## src/hw/rtl/mcsr_pkg.sv

```systemverilog
// shared types and constants of the machine-mode csr file
package mcsr_pkg;

  localparam int unsigned XLEN = 32;
  localparam int unsigned CSR_AW = 12;

  typedef logic [XLEN-1:0]   word_t;
  typedef logic [CSR_AW-1:0] csr_addr_t;

  // csr address map
  localparam csr_addr_t CSR_MVENDORID = 12'hF11;
  localparam csr_addr_t CSR_MARCHID   = 12'hF12;
  localparam csr_addr_t CSR_MIMPID    = 12'hF13;
  localparam csr_addr_t CSR_MSTATUS   = 12'h300;
  localparam csr_addr_t CSR_MISA      = 12'h301;
  localparam csr_addr_t CSR_MIE       = 12'h304;
  localparam csr_addr_t CSR_MTVEC     = 12'h305;
  localparam csr_addr_t CSR_MSTATUSH  = 12'h310;
  localparam csr_addr_t CSR_MSCRATCH  = 12'h340;
  localparam csr_addr_t CSR_MEPC      = 12'h341;
  localparam csr_addr_t CSR_MCAUSE    = 12'h342;
  localparam csr_addr_t CSR_MTVAL     = 12'h343;
  localparam csr_addr_t CSR_MIP       = 12'h344;
  localparam csr_addr_t CSR_KADDR     = 12'h800;

  localparam word_t MISA_VALUE   = 32'h4010_0100;
  localparam word_t KADDR_RESET  = 32'hFFFF_FFFF;

  // bits of the kind field
  localparam int unsigned KIND_WRITE_BIT = 0;
  localparam int unsigned KIND_TRAP_BIT  = 1;

  typedef struct packed {
    logic [1:0] kind;
    csr_addr_t  write_addr;
    word_t      write_data;
    word_t      trap_status;
    word_t      trap_pending;
    word_t      trap_pc;
    word_t      trap_cause;
    word_t      trap_value;
    csr_addr_t  read_addr_a;
    csr_addr_t  read_addr_b;
  } mcsr_item_t;

  typedef struct packed {
    logic      wr_en;
    csr_addr_t wr_addr;
    word_t     wr_data;
    logic      trap_en;
    word_t     trap_status;
    word_t     trap_pending;
    word_t     trap_pc;
    word_t     trap_cause;
    word_t     trap_value;
  } mcsr_upd_t;

  typedef struct packed {
    word_t exception_pc;
    word_t status;
    word_t trap_vector;
    word_t pending;
    word_t cause;
    word_t kernel_addr;
  } mcsr_view_t;

  typedef struct packed {
    word_t      read_data_a;
    word_t      read_data_b;
    mcsr_view_t view;
  } mcsr_result_t;

endpackage

```

## src/hw/rtl/mcsr_if.sv

```systemverilog
// valid/ready channel interfaces for the csr file item and result beats
interface mcsr_in_if;
  import mcsr_pkg::*;
  logic      valid;
  logic      ready;
  logic [1:0] kind;
  csr_addr_t write_addr;
  word_t     write_data;
  word_t     trap_status;
  word_t     trap_pending;
  word_t     trap_pc;
  word_t     trap_cause;
  word_t     trap_value;
  csr_addr_t read_addr_a;
  csr_addr_t read_addr_b;

  modport source (
    output valid, kind, write_addr, write_data, trap_status, trap_pending,
           trap_pc, trap_cause, trap_value, read_addr_a, read_addr_b,
    input  ready
  );
  modport sink (
    input  valid, kind, write_addr, write_data, trap_status, trap_pending,
           trap_pc, trap_cause, trap_value, read_addr_a, read_addr_b,
    output ready
  );
endinterface

interface mcsr_out_if;
  import mcsr_pkg::*;
  logic  valid;
  logic  ready;
  word_t read_data_a;
  word_t read_data_b;
  word_t exception_pc_out;
  word_t status_out;
  word_t trap_vector_out;
  word_t pending_out;
  word_t cause_out;
  word_t kernel_addr_out;

  modport source (
    output valid, read_data_a, read_data_b, exception_pc_out, status_out,
           trap_vector_out, pending_out, cause_out, kernel_addr_out,
    input  ready
  );
  modport sink (
    input  valid, read_data_a, read_data_b, exception_pc_out, status_out,
           trap_vector_out, pending_out, cause_out, kernel_addr_out,
    output ready
  );
endinterface

```

## src/hw/rtl/mcsr_regs.sv

```systemverilog
// csr state registers with two read ports, write decode and trap update
module mcsr_regs
  import mcsr_pkg::*;
(
  input  logic       clk,
  input  logic       rst_n,
  input  mcsr_upd_t  upd_i,
  input  csr_addr_t  rd_addr_a_i,
  input  csr_addr_t  rd_addr_b_i,
  output word_t      rd_data_a_o,
  output word_t      rd_data_b_o,
  output mcsr_view_t view_o
);

  word_t status_r,   status_nxt;
  word_t int_en_r,   int_en_nxt;
  word_t tvec_r,     tvec_nxt;
  word_t epc_r,      epc_nxt;
  word_t cause_r,    cause_nxt;
  word_t tval_r,     tval_nxt;
  word_t pending_r,  pending_nxt;
  word_t scratch_r,  scratch_nxt;
  word_t kaddr_r,    kaddr_nxt;

  function automatic word_t csr_read(input csr_addr_t addr,
                                     input word_t status, input word_t int_en,
                                     input word_t tvec, input word_t scratch,
                                     input word_t epc, input word_t cause,
                                     input word_t tval, input word_t pending,
                                     input word_t kaddr);
    word_t data;
    unique case (addr)
      CSR_MSTATUS:  data = status;
      CSR_MISA:     data = MISA_VALUE;
      CSR_MIE:      data = int_en;
      CSR_MTVEC:    data = tvec;
      CSR_MSCRATCH: data = scratch;
      CSR_MEPC:     data = epc;
      CSR_MCAUSE:   data = cause;
      CSR_MTVAL:    data = tval;
      CSR_MIP:      data = pending;
      CSR_KADDR:    data = kaddr;
      default:      data = '0;
    endcase
    return data;
  endfunction

  assign rd_data_a_o = csr_read(rd_addr_a_i, status_r, int_en_r, tvec_r, scratch_r,
                                epc_r, cause_r, tval_r, pending_r, kaddr_r);
  assign rd_data_b_o = csr_read(rd_addr_b_i, status_r, int_en_r, tvec_r, scratch_r,
                                epc_r, cause_r, tval_r, pending_r, kaddr_r);

  assign view_o.exception_pc = epc_r;
  assign view_o.status       = status_r;
  assign view_o.trap_vector  = tvec_r;
  assign view_o.pending      = pending_r;
  assign view_o.cause        = cause_r;
  assign view_o.kernel_addr  = kaddr_r;

  always_comb begin
    status_nxt  = status_r;
    int_en_nxt  = int_en_r;
    tvec_nxt    = tvec_r;
    epc_nxt     = epc_r;
    cause_nxt   = cause_r;
    tval_nxt    = tval_r;
    pending_nxt = pending_r;
    scratch_nxt = scratch_r;
    kaddr_nxt   = kaddr_r;
    if (upd_i.wr_en) begin
      unique case (upd_i.wr_addr)
        CSR_MSTATUS:  status_nxt  = upd_i.wr_data;
        CSR_MIE:      int_en_nxt  = upd_i.wr_data;
        CSR_MTVEC:    tvec_nxt    = upd_i.wr_data;
        CSR_MSCRATCH: scratch_nxt = upd_i.wr_data;
        CSR_MEPC:     epc_nxt     = upd_i.wr_data;
        CSR_MCAUSE:   cause_nxt   = upd_i.wr_data;
        CSR_MTVAL:    tval_nxt    = upd_i.wr_data;
        CSR_MIP:      pending_nxt = upd_i.wr_data;
        CSR_KADDR:    kaddr_nxt   = upd_i.wr_data;
        default:      ;
      endcase
    end
    // trap update wins over a write in the same beat
    if (upd_i.trap_en) begin
      status_nxt  = upd_i.trap_status;
      pending_nxt = upd_i.trap_pending;
      epc_nxt     = upd_i.trap_pc;
      cause_nxt   = upd_i.trap_cause;
      tval_nxt    = upd_i.trap_value;
    end
  end

  always_ff @(posedge clk) begin
    if (!rst_n) begin
      status_r  <= '0;
      int_en_r  <= '0;
      tvec_r    <= '0;
      epc_r     <= '0;
      cause_r   <= '0;
      tval_r    <= '0;
      pending_r <= '0;
      scratch_r <= '0;
      kaddr_r   <= KADDR_RESET;
    end else begin
      status_r  <= status_nxt;
      int_en_r  <= int_en_nxt;
      tvec_r    <= tvec_nxt;
      epc_r     <= epc_nxt;
      cause_r   <= cause_nxt;
      tval_r    <= tval_nxt;
      pending_r <= pending_nxt;
      scratch_r <= scratch_nxt;
      kaddr_r   <= kaddr_nxt;
    end
  end

  a_kaddr_reset: assert property (@(posedge clk)
    !rst_n |=> (kaddr_r == KADDR_RESET && status_r == '0))
    else $error("kernel address or mstatus wrong after reset");

  a_trap_wins: assert property (@(posedge clk) disable iff (!rst_n)
    upd_i.trap_en |=> (status_r == $past(upd_i.trap_status) &&
                       epc_r == $past(upd_i.trap_pc)))
    else $error("trap update did not load mstatus and mepc");

  a_idle_holds: assert property (@(posedge clk) disable iff (!rst_n)
    (!upd_i.wr_en && !upd_i.trap_en) |=>
      (status_r == $past(status_r) && kaddr_r == $past(kaddr_r) &&
       scratch_r == $past(scratch_r)))
    else $error("csr state changed without an update");

endmodule

```

## src/hw/rtl/machine_csr_file_core.sv

```systemverilog
// top level of the machine-mode csr file: item register, csr state, result register
// One item is taken per clock. An accepted beat sits in the item register, where
// both read ports and the status views are looked up from the csr state as it
// stood before this item; on the edge that moves the item into the result
// register, its csr write and trap update are applied, with the trap overriding
// a write to the same register. The result register then offers the result, and
// back-to-back items run at one per clock as long as the result side takes its
// beats; a stalled result holds the item register, which holds the input side.
// Reads never see the same item's own update.
module machine_csr_file_core
  import mcsr_pkg::*;
(
  input  logic              clk,
  input  logic              rst_n,
  mcsr_in_if.sink           in_bus,
  mcsr_out_if.source        out_bus
);

  mcsr_item_t   item_r;
  logic         item_vld_r;
  mcsr_result_t res_r;
  mcsr_result_t res_nxt;
  logic         res_vld_r;
  logic         advance;
  logic         in_take;
  mcsr_upd_t    upd;
  word_t        rd_a;
  word_t        rd_b;
  mcsr_view_t   view;

  assign advance      = item_vld_r && (!res_vld_r || out_bus.ready);
  assign in_bus.ready = !item_vld_r || advance;
  assign in_take      = in_bus.valid && in_bus.ready;

  assign upd.wr_en        = advance && item_r.kind[KIND_WRITE_BIT];
  assign upd.wr_addr      = item_r.write_addr;
  assign upd.wr_data      = item_r.write_data;
  assign upd.trap_en      = advance && item_r.kind[KIND_TRAP_BIT];
  assign upd.trap_status  = item_r.trap_status;
  assign upd.trap_pending = item_r.trap_pending;
  assign upd.trap_pc      = item_r.trap_pc;
  assign upd.trap_cause   = item_r.trap_cause;
  assign upd.trap_value   = item_r.trap_value;

  mcsr_regs u_regs (
    .clk         (clk),
    .rst_n       (rst_n),
    .upd_i       (upd),
    .rd_addr_a_i (item_r.read_addr_a),
    .rd_addr_b_i (item_r.read_addr_b),
    .rd_data_a_o (rd_a),
    .rd_data_b_o (rd_b),
    .view_o      (view)
  );

  assign res_nxt.read_data_a = rd_a;
  assign res_nxt.read_data_b = rd_b;
  assign res_nxt.view        = view;

  always_ff @(posedge clk) begin
    if (!rst_n) begin
      item_vld_r <= 1'b0;
      res_vld_r  <= 1'b0;
    end else begin
      if (in_take) begin
        item_vld_r <= 1'b1;
      end else if (advance) begin
        item_vld_r <= 1'b0;
      end
      if (advance) begin
        res_vld_r <= 1'b1;
      end else if (out_bus.ready) begin
        res_vld_r <= 1'b0;
      end
    end
  end

  // payload registers
  always_ff @(posedge clk) begin
    if (in_take) begin
      item_r.kind         <= in_bus.kind;
      item_r.write_addr   <= in_bus.write_addr;
      item_r.write_data   <= in_bus.write_data;
      item_r.trap_status  <= in_bus.trap_status;
      item_r.trap_pending <= in_bus.trap_pending;
      item_r.trap_pc      <= in_bus.trap_pc;
      item_r.trap_cause   <= in_bus.trap_cause;
      item_r.trap_value   <= in_bus.trap_value;
      item_r.read_addr_a  <= in_bus.read_addr_a;
      item_r.read_addr_b  <= in_bus.read_addr_b;
    end
    if (advance) begin
      res_r <= res_nxt;
    end
  end

  assign out_bus.valid            = res_vld_r;
  assign out_bus.read_data_a      = res_r.read_data_a;
  assign out_bus.read_data_b      = res_r.read_data_b;
  assign out_bus.exception_pc_out = res_r.view.exception_pc;
  assign out_bus.status_out       = res_r.view.status;
  assign out_bus.trap_vector_out  = res_r.view.trap_vector;
  assign out_bus.pending_out      = res_r.view.pending;
  assign out_bus.cause_out        = res_r.view.cause;
  assign out_bus.kernel_addr_out  = res_r.view.kernel_addr;

  a_advance_fills: assert property (@(posedge clk) disable iff (!rst_n)
    advance |=> res_vld_r)
    else $error("item moved on but no result beat offered");

  a_item_held: assert property (@(posedge clk) disable iff (!rst_n)
    (item_vld_r && !advance) |=> (item_vld_r && item_r == $past(item_r)))
    else $error("stalled item lost or overwritten");

  a_no_update_idle: assert property (@(posedge clk) disable iff (!rst_n)
    !item_vld_r |-> (!upd.wr_en && !upd.trap_en))
    else $error("csr update without an item");

endmodule

```

## src/flat_wrapper.sv

```systemverilog
// flat-port wrapper written by rule: the top's interface ports become plain ports
module machine_csr_file_core_flat import mcsr_pkg::*;
  (clk, rst_n, in_bus_valid, in_bus_kind, in_bus_write_addr, in_bus_write_data, in_bus_trap_status, in_bus_trap_pending, in_bus_trap_pc, in_bus_trap_cause, in_bus_trap_value, in_bus_read_addr_a, in_bus_read_addr_b, in_bus_ready, out_bus_valid, out_bus_read_data_a, out_bus_read_data_b, out_bus_exception_pc_out, out_bus_status_out, out_bus_trap_vector_out, out_bus_pending_out, out_bus_cause_out, out_bus_kernel_addr_out, out_bus_ready);
  mcsr_in_if in_bus_i ();
  mcsr_out_if out_bus_i ();
  input  logic clk;
  input  logic rst_n;
  input wire logic [$bits(in_bus_i.valid)-1:0] in_bus_valid;
  input wire logic [$bits(in_bus_i.kind)-1:0] in_bus_kind;
  input wire logic [$bits(in_bus_i.write_addr)-1:0] in_bus_write_addr;
  input wire logic [$bits(in_bus_i.write_data)-1:0] in_bus_write_data;
  input wire logic [$bits(in_bus_i.trap_status)-1:0] in_bus_trap_status;
  input wire logic [$bits(in_bus_i.trap_pending)-1:0] in_bus_trap_pending;
  input wire logic [$bits(in_bus_i.trap_pc)-1:0] in_bus_trap_pc;
  input wire logic [$bits(in_bus_i.trap_cause)-1:0] in_bus_trap_cause;
  input wire logic [$bits(in_bus_i.trap_value)-1:0] in_bus_trap_value;
  input wire logic [$bits(in_bus_i.read_addr_a)-1:0] in_bus_read_addr_a;
  input wire logic [$bits(in_bus_i.read_addr_b)-1:0] in_bus_read_addr_b;
  output wire logic [$bits(in_bus_i.ready)-1:0] in_bus_ready;
  output wire logic [$bits(out_bus_i.valid)-1:0] out_bus_valid;
  output wire logic [$bits(out_bus_i.read_data_a)-1:0] out_bus_read_data_a;
  output wire logic [$bits(out_bus_i.read_data_b)-1:0] out_bus_read_data_b;
  output wire logic [$bits(out_bus_i.exception_pc_out)-1:0] out_bus_exception_pc_out;
  output wire logic [$bits(out_bus_i.status_out)-1:0] out_bus_status_out;
  output wire logic [$bits(out_bus_i.trap_vector_out)-1:0] out_bus_trap_vector_out;
  output wire logic [$bits(out_bus_i.pending_out)-1:0] out_bus_pending_out;
  output wire logic [$bits(out_bus_i.cause_out)-1:0] out_bus_cause_out;
  output wire logic [$bits(out_bus_i.kernel_addr_out)-1:0] out_bus_kernel_addr_out;
  input wire logic [$bits(out_bus_i.ready)-1:0] out_bus_ready;
  assign in_bus_i.valid = in_bus_valid;
  assign in_bus_i.kind = in_bus_kind;
  assign in_bus_i.write_addr = in_bus_write_addr;
  assign in_bus_i.write_data = in_bus_write_data;
  assign in_bus_i.trap_status = in_bus_trap_status;
  assign in_bus_i.trap_pending = in_bus_trap_pending;
  assign in_bus_i.trap_pc = in_bus_trap_pc;
  assign in_bus_i.trap_cause = in_bus_trap_cause;
  assign in_bus_i.trap_value = in_bus_trap_value;
  assign in_bus_i.read_addr_a = in_bus_read_addr_a;
  assign in_bus_i.read_addr_b = in_bus_read_addr_b;
  assign in_bus_ready = in_bus_i.ready;
  assign out_bus_valid = out_bus_i.valid;
  assign out_bus_read_data_a = out_bus_i.read_data_a;
  assign out_bus_read_data_b = out_bus_i.read_data_b;
  assign out_bus_exception_pc_out = out_bus_i.exception_pc_out;
  assign out_bus_status_out = out_bus_i.status_out;
  assign out_bus_trap_vector_out = out_bus_i.trap_vector_out;
  assign out_bus_pending_out = out_bus_i.pending_out;
  assign out_bus_cause_out = out_bus_i.cause_out;
  assign out_bus_kernel_addr_out = out_bus_i.kernel_addr_out;
  assign out_bus_i.ready = out_bus_ready;
  machine_csr_file_core u_core (.clk(clk), .rst_n(rst_n), .in_bus(in_bus_i), .out_bus(out_bus_i));
endmodule
```

## config.mk

```make
export PLATFORM = sky130hd
export DESIGN_NAME = machine_csr_file_core_flat
export DESIGN_NICKNAME = d
export VERILOG_FILES = /design/src/hw/rtl/mcsr_pkg.sv /design/src/hw/rtl/mcsr_if.sv /design/src/hw/rtl/mcsr_regs.sv /design/src/hw/rtl/machine_csr_file_core.sv /design/src/flat_wrapper.sv
export SDC_FILE = /design/constraint.sdc
export NUM_CORES = 1
export LEC_CHECK = 0
export BUFFER_PORTS_ARGS = -buffer_cell sky130_fd_sc_hd__buf_4
export CORE_MARGIN = 2
export CORE_UTILIZATION = 40
export CTS_BUF_LIST = sky130_fd_sc_hd__clkbuf_8
export DETAILED_ROUTE_END_ITERATION = 8
export HOLD_SLACK_MARGIN = 0.08
export PLACE_DENSITY_LB_ADDON = 0.3
export SYNTH_ARGS = -nofsm -noshare
export SYNTH_HDL_FRONTEND = slang
export SYNTH_SLANG_ARGS = --single-unit
```

## constraint.sdc

```tcl
create_clock -name clk -period 6.9 [get_ports clk]
set_clock_uncertainty 0.05 [all_clocks]
set_input_delay 0.69 -clock clk [delete_from_list [all_inputs] [get_ports clk]]
set_output_delay 0.69 -clock clk [all_outputs]
set_load 0.02 [all_outputs]
```

==> impl_metrics.csv, run 1 <==
group,metric,value,unit
timing,worstMarginPinSlew,1330,ps
cts,cts_tree,"yes",
floorplan,fp.dieH,286,µm
routing,vias_per_cell,6.03,
critical_path,end_kind,"register",
synthesis,ys_warn_count,0,
floorplan,dieArea,0.0816,mm²
power_and_ir_drop,power_density,249,mW/mm²
synthesis,synth-xor-area-share,0,
critical_path,startpoint,"u_core.item_r[16]",
cts,cts-root-buf,"clkbuf_8",
synthesis,synth_cell_types,58,
synthesis,synthesis.instances,2490,
final_layout,area_growth,29.7,%
routing,dr_wl_met2,54.0,mm
cts,cts_resized,0,
synthesis,syn_area_per_cell,12.7,µm²
cts,clkTransAtPathRegs,70,ps
final_layout,drive_gt1_frac,0.242,
floorplan,initial_core_util,0.403,
timing,holdWs,117,ps
synthesis,synthSimpleGateAreaFrac,0.0542,
critical_path,start_kind,"register",
floorplan,coreArea,0.0787,mm²
final_layout,fillers,6710,
global_routing,antenna_found_initial,5,
final_layout,fin_cells,4315,
hold_path,min_from,"in_bus_trap_pending[31]",
timing,min_period,3380,ps
power_and_ir_drop,p_seq_frac,0.522,
routing,maxUsedRoutingLayer,"met5",
cts,numCtsBuffers,132,
synthesis,synth.mux.area_fraction,0.0820,
synthesis,synth_top_family_by_area,"compound AO/OA/AOI/OAI gates",
synthesis,netlist_area,0.0317,mm²
critical_path,critPathArrivalTime,3890,ps
synthesis,synth_compound_area_frac,0.189,
critical_path,r2r-start,"u_core.item_r[16]",
global_routing,grt_remaining_overflow,0,
routing,vias,26000,
timing,setup_ws,3520,ps
routing,dr.pass1.iters,7,
power_and_ir_drop,combPwrFrac,0.083,
placed_design,dpl.hpwl,86.6,mm
power_and_ir_drop,netSwitchingFraction,0.259,
synthesis,ys_seq_elements,776,
final_layout,top_register,"u_core.item_r",
synthesis,synth_fa_ha_area_frac,0,
timing,timing.final.crit_share,0.490,
placed_design,port_buffers,491,
routing,wl_met3,13.9,mm
critical_path,crit_path_max_fanout,20,
cts,clk_latency,810,ps
cts,clock_path_buffers,3,
routing,drtAntennaViolNets,0,
routing,wl_per_cell,29.5,µm
critical_path,worstPathRequired,7410,ps
routing,drcViolationCount,0,
routing,initialDrtViolationCount,3576,
cts,htreeDepth,4,
outcome,status,"completed",
synthesis,async_reset_ff_frac,0,
timing,setup_tns,0,ps
routing,routed_wirelength,127,mm
critical_path,path_class,"reg -> reg",
global_routing,grt_usage,0.302,
global_routing,grt_max_degree,181,
placed_design,dp_slack,3560,ps
cts,cts_sinks,776,
timing,maxSlewHeadroom,0.114,
floorplan,core.rowCount,103,
timing,finalMaxSlewViolations,0,
synthesis,synth_enable_flop_cells,486,
placed_design,place.gp.congestion,0.933,
run,cap_violations,0,
timing,rsz0062_at_grt,"no",
routing,met1_length,54.5,mm
timing,max_freq,0.296,GHz
hold_path,hold_path_class,"in -> reg",
timing,hold_viol,0,
power_and_ir_drop,internal-power,7.59,mW
power_and_ir_drop,peakVddDrop,0.169,mV
timing,finalSetupViolations,0,
power_and_ir_drop,p_sw,2.66,mW
power_and_ir_drop,p_leak,15.2,nW
global_routing,grt_pass1_wl,180,mm
synthesis,seq_area_frac_synth,0.643,
floorplan,die_x,286,µm
floorplan,io_pins,492,
synthesis,synth_top_flop_cell,"edfxtp_1",
synthesis,synth_nets,2724,
final_layout,fin_nets,3387,
global_routing,grt_pass1_vias,25100,
final_layout,largest_register_ffs,230,
power_and_ir_drop,clkPwrFrac,0.394,
placed_design,placed_cells,3840,
power_and_ir_drop,power,10.3,mW
[worst max-delay path: stages (launching register included)]
cell and delay (ps):
edfxtp_1 530, nor4b_1 910, nand4_1 720, buf_4 470
a2bb2oi_1 200, o211ai_1 230
[timing repair]
item / 4_1_cts / 5_1_grt
endpoints found under the hold margin: 229 / 0
setup buffers: 0 / 0
endpoints found under the setup margin: 0 / 0
hold buffers: 229 / 0
[cell usage after synthesis (all sizes together) (2+ instances only)]
| master | instances | area share |
|---|---|---|
| a211o | 23 | 0.0064 |
| a211oi | 256 | 0.061 |
| a21boi | 33 | 0.0078 |
| a21oi | 35 | 0.0055 |
| a22oi | 31 | 0.0073 |
| a2bb2oi | 91 | 0.025 |
| a32o | 23 | 0.0073 |
| a32oi | 8 | 0.0022 |
| a41oi | 32 | 0.0088 |
| and2 | 7 | 0.0014 |
| and3 | 4 | 0.00079 |
| and4 | 2 | 0.00055 |
| and4b | 3 | 0.00095 |
| buf | 74 | 0.011 |
| clkbuf | 171 | 0.020 |
| dfxtp | 290 | 0.18 |
| edfxtp | 486 | 0.46 |
| mux2 | 34 | 0.012 |
| mux2i | 217 | 0.068 |
| mux4 | 2 | 0.0014 |
| nand2 | 110 | 0.013 |
| nand2b | 8 | 0.0016 |
| nand3 | 102 | 0.016 |
| nand3b | 2 | 0.00047 |
| nand4 | 6 | 0.0012 |
| nand4b | 3 | 0.0010 |
| nor2 | 63 | 0.0075 |
| nor2b | 8 | 0.0016 |
| nor3 | 9 | 0.0018 |
| nor3b | 2 | 0.00047 |
| nor4 | 5 | 0.0014 |
| nor4b | 3 | 0.00083 |
| nor4bb | 2 | 0.00063 |
| o211ai | 33 | 0.0078 |
| o21ai | 256 | 0.040 |
| o221ai | 7 | 0.0019 |
| o22a | 6 | 0.0017 |
| o22ai | 24 | 0.0047 |
| o2bb2ai | 2 | 0.00055 |
| or2 | 2 | 0.00039 |
| or3 | 4 | 0.00079 |
| or4 | 3 | 0.00083 |
| or4b | 2 | 0.00063 |
[kinds of logic (layout without fill, tap and decap cells)]
kind of cell           count (synthesis)  count (layout)
muxes                                253             253
DFF                                  776             776
buffers and inverters                246            1018
AOI/OAI and AO/OA                    864             864
other                                  0               3
and+or+nand+nor                      351             351
[metrics by stage]
step / area, µm² / util
floorplan: 31700 / -
global placement: 36300 / 0.460
detailed placement: 36300 / 0.460
CTS: 41100 / 0.522
global route: 41100 / 0.522
finish: 41100 / 0.522
[power groups by stage]
stage	registers [mW]	clock network, mW	logic, mW
2_1_floorplan	5.40	0	0.323
6_report	5.35	4.04	0.856
5_1_grt	5.36	4.30	0.904
3_5_place_dp	5.43	0	0.736
3_3_place_gp	5.43	0	0.724
4_1_cts	5.34	4.09	0.845
[placed cells by master (no fill, tap or decap), types with 45 or more instances in the layout]
cell type / synthesis / final
a211oi_1: 256 / 256
a2bb2oi_1: 91 / 91
buf_4: 1 / 541
clkbuf_8: 0 / 149
dfxtp_1: 290 / 290
dlygate4sd3_1: 0 / 229
edfxtp_1: 486 / 486
inv_1: 1 / 45
mux2i_1: 217 / 217
nand2_1: 110 / 110
nand3_1: 102 / 101
nor2_1: 63 / 61
o21ai_0: 256 / 256
[final timing paths]
check	to	slack (ps)	cells past startpoint
worst max-delay path	u_core.out_bus.read_data_a[8]	3520	5
worst min-delay path	u_core.item_r[151]	120	1
worst max register to register	u_core.out_bus.read_data_a[8]	3520	5
worst min register to register	u_core.u_regs.int_en_r[27]	430	2
[per-layer routing]
layer,vias to the layer above,GRT usage
li1,11100,-
met1,12900,0.444
met2,1779,0.431
met3,238,0.0708
met4,2,0.116
met5,-,0
[layout make-up]
type	instances	area, µm²	area share
timing repair buffer	774	6430	0.156
clock inverter	95	526	0.0128
multi-input combinational	1468	10400	0.253
tap	1050	1310	0.0319
inverter	1	3.75	0.0000913
clock buffer	148	2040	0.0495
sequential	776	20400	0.496
antenna	3	7.51	0.000183
Note: power is estimated with default switching activity, not from simulation.
==> inputs of run 2 (changes only) <==
--- a/config.mk
+++ b/config.mk
@@ -5,6 +5,7 @@
 export SDC_FILE = /design/constraint.sdc
 export NUM_CORES = 1
 export LEC_CHECK = 0
+export ABC_AREA = 1
 export BUFFER_PORTS_ARGS = -buffer_cell sky130_fd_sc_hd__buf_4
 export CORE_MARGIN = 2
 export CORE_UTILIZATION = 40
==> constraint.sdc (replaced) <==
create_clock -name clk -period 3.03 [get_ports clk]
set_clock_uncertainty 0.05 [all_clocks]
set_input_delay 0.303 -clock clk [delete_from_list [all_inputs] [get_ports clk]]
set_output_delay 0.303 -clock clk [all_outputs]
set_load 0.02 [all_outputs]
==> run 2 against run 1 <==
Effect of this change:
- utilization grew 0.35 points
- synthesized cell count up 44%
- clock power up 130%
- combinational power grew 110%
- via count is 16% higher
- first-iteration DRC count is 11% higher
- flip-flop and latch count unchanged
- cell area is 4.5% higher
==> impl_metrics.csv, run 2 <==
group,metric,value,unit
final_layout,seqCellArea,0.0204,mm²
timing,timing.final.crit_share,0.749,
synthesis,synth_area_leader_cell,"edfxtp_1",
timing,hold_viol,0,
run,cap_violations,0,
final_layout,multi_input_area,0.0104,mm²
floorplan,dieArea,0.0845,mm²
synthesis,yosysMostFrequentCell,"nand3_1",
global_routing,grt_pass1_wl,195,mm
critical_path,cpPeakStageDelay,610,ps
critical_path,cp_top_family,"simple AND/OR/NAND/NOR gates",
final_layout,largest_register_ffs,230,
timing,rsz0062_at_grt,"no",
hold_path,hold_path_class,"in -> reg",
final_layout,area_growth,30.7,%
timing,min_period,2270,ps
final_layout,drive_gt1_frac,0.183,
final_layout,final_util,0.526,
floorplan,core.rowCount,105,
timing,finalMaxSlewViolations,0,
critical_path,ff2ff_path_depth,7,
synthesis,synthesis.instances,3591,
routing,vias_per_cell,5.51,
final_layout,layout_commonest_cell,"nand3_1",
synthesis,netlist_area,0.0329,mm²
synthesis,synth_area_leaders,"edfxtp_1 44%, dfxtp_1 18%, nand3_1 12%",
cts,cts_setup_buffers,0,
power_and_ir_drop,peakVddDrop,0.345,mV
power_and_ir_drop,p_leak,18.2,nW
hold_path,hold_depth,2,
synthesis,yosys-top-cells-count,"799 x nand3_1, 608 x nand2_1, 486 x edfxtp_1",
floorplan,io_pins,492,
final_layout,fillers,7418,
power_and_ir_drop,power_density,542,mW/mm²
global_routing,grt_max_degree,85,
final_layout,final_area,0.0430,mm²
placed_design,place.gp.congestion,0.959,
synthesis,synth_enable_flop_cells,486,
placed_design,dpl.hpwl,91.9,mm
final_layout,layout_common_cells,"798 x nand3_1, 606 x nand2_1, 555 x buf_4, 486 x edfxtp_1, 399 x nor2_1",
critical_path,end_kind,"register",
synthesis,synth_cell_types,25,
synthesis,synth_top_flop_cell,"edfxtp_1",
floorplan,die_x,291,µm
cts,clkTransAtPathRegs,60,ps
global_routing,grt_remaining_overflow,0,
placed_design,placed_cells,4999,
synthesis,ys_seq_elements,776,
critical_path,start_kind,"register",
final_layout,top_register,"u_core.item_r",
critical_path,cp_cell_sequence,"nor2_1, nand2_1, nor2_4, buf_12, nand3_1, nand2_1, nand3b_1",
cts,cts-root-buf,"clkbuf_8",
synthesis,synth_top_area_frac,0.444,
timing,max_freq,0.441,GHz
critical_path,worstPathRequired,3630,ps
floorplan,coreArea,0.0817,mm²
critical_path,slowest_stage,"nor2_4",
routing,initialDrtViolationCount,3961,
critical_path,cpMostUsedCell,"nand2_1",
global_routing,antenna_found_initial,5,
critical_path,critPathArrivalTime,2870,ps
cts,numCtsBuffers,135,
global_routing,grt_pass1_vias,28300,
cts,htreeDepth,4,
final_layout,fin_nets,4535,
synthesis,seq_area_frac_synth,0.621,
global_routing,grt_usage,0.314,
placed_design,port_buffers,491,
outcome,status,"completed",
synthesis,syn_area_per_cell,9.15,µm²
routing,drtAntennaViolNets,0,
synthesis,synth_nets,3825,
cts,clock_path_buffers,3,
timing,finalSetupViolations,0,
cts,cts_tree,"yes",
critical_path,path_depth,7,
routing,vias,30200,
cts,cts_sinks,776,
timing,worstMarginPinSlew,942,ps
critical_path,path_class,"reg -> reg",
critical_path,cp.buffers_inverters,1,
final_layout,fin_cells,5488,
synthesis,ys_warn_count,0,
placed_design,placed_cell_area,0.0380,mm²
critical_path,crit_path_max_fanout,38,
routing,wl_per_cell,24.7,µm
floorplan,initial_core_util,0.402,
cts,clk_latency,810,ps
routing,dr.pass1.iters,8,
synthesis,async_reset_ff_frac,0,
routing,drcViolationCount,0,
timing,maxSlewHeadroom,0.372,
routing,routed_wirelength,135,mm
floorplan,fp.dieH,291,µm
## run 2: changes by cell type in the layout (fill, tap and decap cells not counted), moves of 63 or more
cell	before	now
a2bb2oi_1	91	0
inv_1	45	336
nand2_1	110	606
nor2_1	61	399
a21oi_1	35	181
mux2i_1	217	0
nand3_1	101	798
o21ai_0	256	193
a211oi_1	256	0
## run 2: final timing paths
kind	slack, ps	start	to
max reg2reg	760	u_core.item_r[10]	u_core.out_bus.read_data_b[14]
max	760	u_core.item_r[10]	u_core.out_bus.read_data_b[14]
min reg2reg	430	u_core.u_regs.scratch_r[1]	u_core.u_regs.scratch_r[1]
min	160	in_bus_trap_value[19]	u_core.item_r[43]
## run 2: repair_timing
action / in CTS / in global routing
resized for setup: 0 / 0
hold buffers: 235 / 0
endpoints found under the hold margin: 287 / 0
## run 2: area by class of cell
class	instances	share of cell area
Inverter	288	0.0254
Clock inverter	93	0.0110
Clock buffer	157	0.0503
Multi-Input combinational cell	2284	0.243
Tap cell	1070	0.0312
Sequential cell	776	0.475
Antenna cell	4	0.000233
Timing Repair Buffer	816	0.164
## run 2: report_power, final
part	switching [mW]	total (mW)	internal (mW)
logic	1.07	1.82	0.755
clock network	4.56	9.42	4.85
registers	0.399	12.1	11.7
## run 2: through the flow
| step | power (mW) | TNS [ps] | setup WS [ps] | hold WS [ps] |
|---|---|---|---|---|
| global placement | 13.8 | 0 | 815 | 412 |
| CTS | 23.4 | 0 | 814 | 101 |
| global route | 24.0 | 0 | 666 | 130 |
| finish | 23.3 | 0 | 760 | 156 |
| detailed placement | 13.8 | 0 | 834 | 415 |
| floorplan | 12.8 | -901860 | -1930 | 352 |
## run 2: logic make-up after synthesis
family / synth area share
buffers and inverters: 0.0646
flip-flops: 0.621
AO/OA/AOI/OAI: 0.0572
AND/OR/NAND/NOR: 0.258
## run 2: layer usage
metal	global-route usage	vias up	wire, µm
li1	-	13600	-
met5	0	-	12
met3	0.0879	283	17500
met4	0.143	2	5930
met2	0.439	1932	56200
met1	0.448	14400	55700
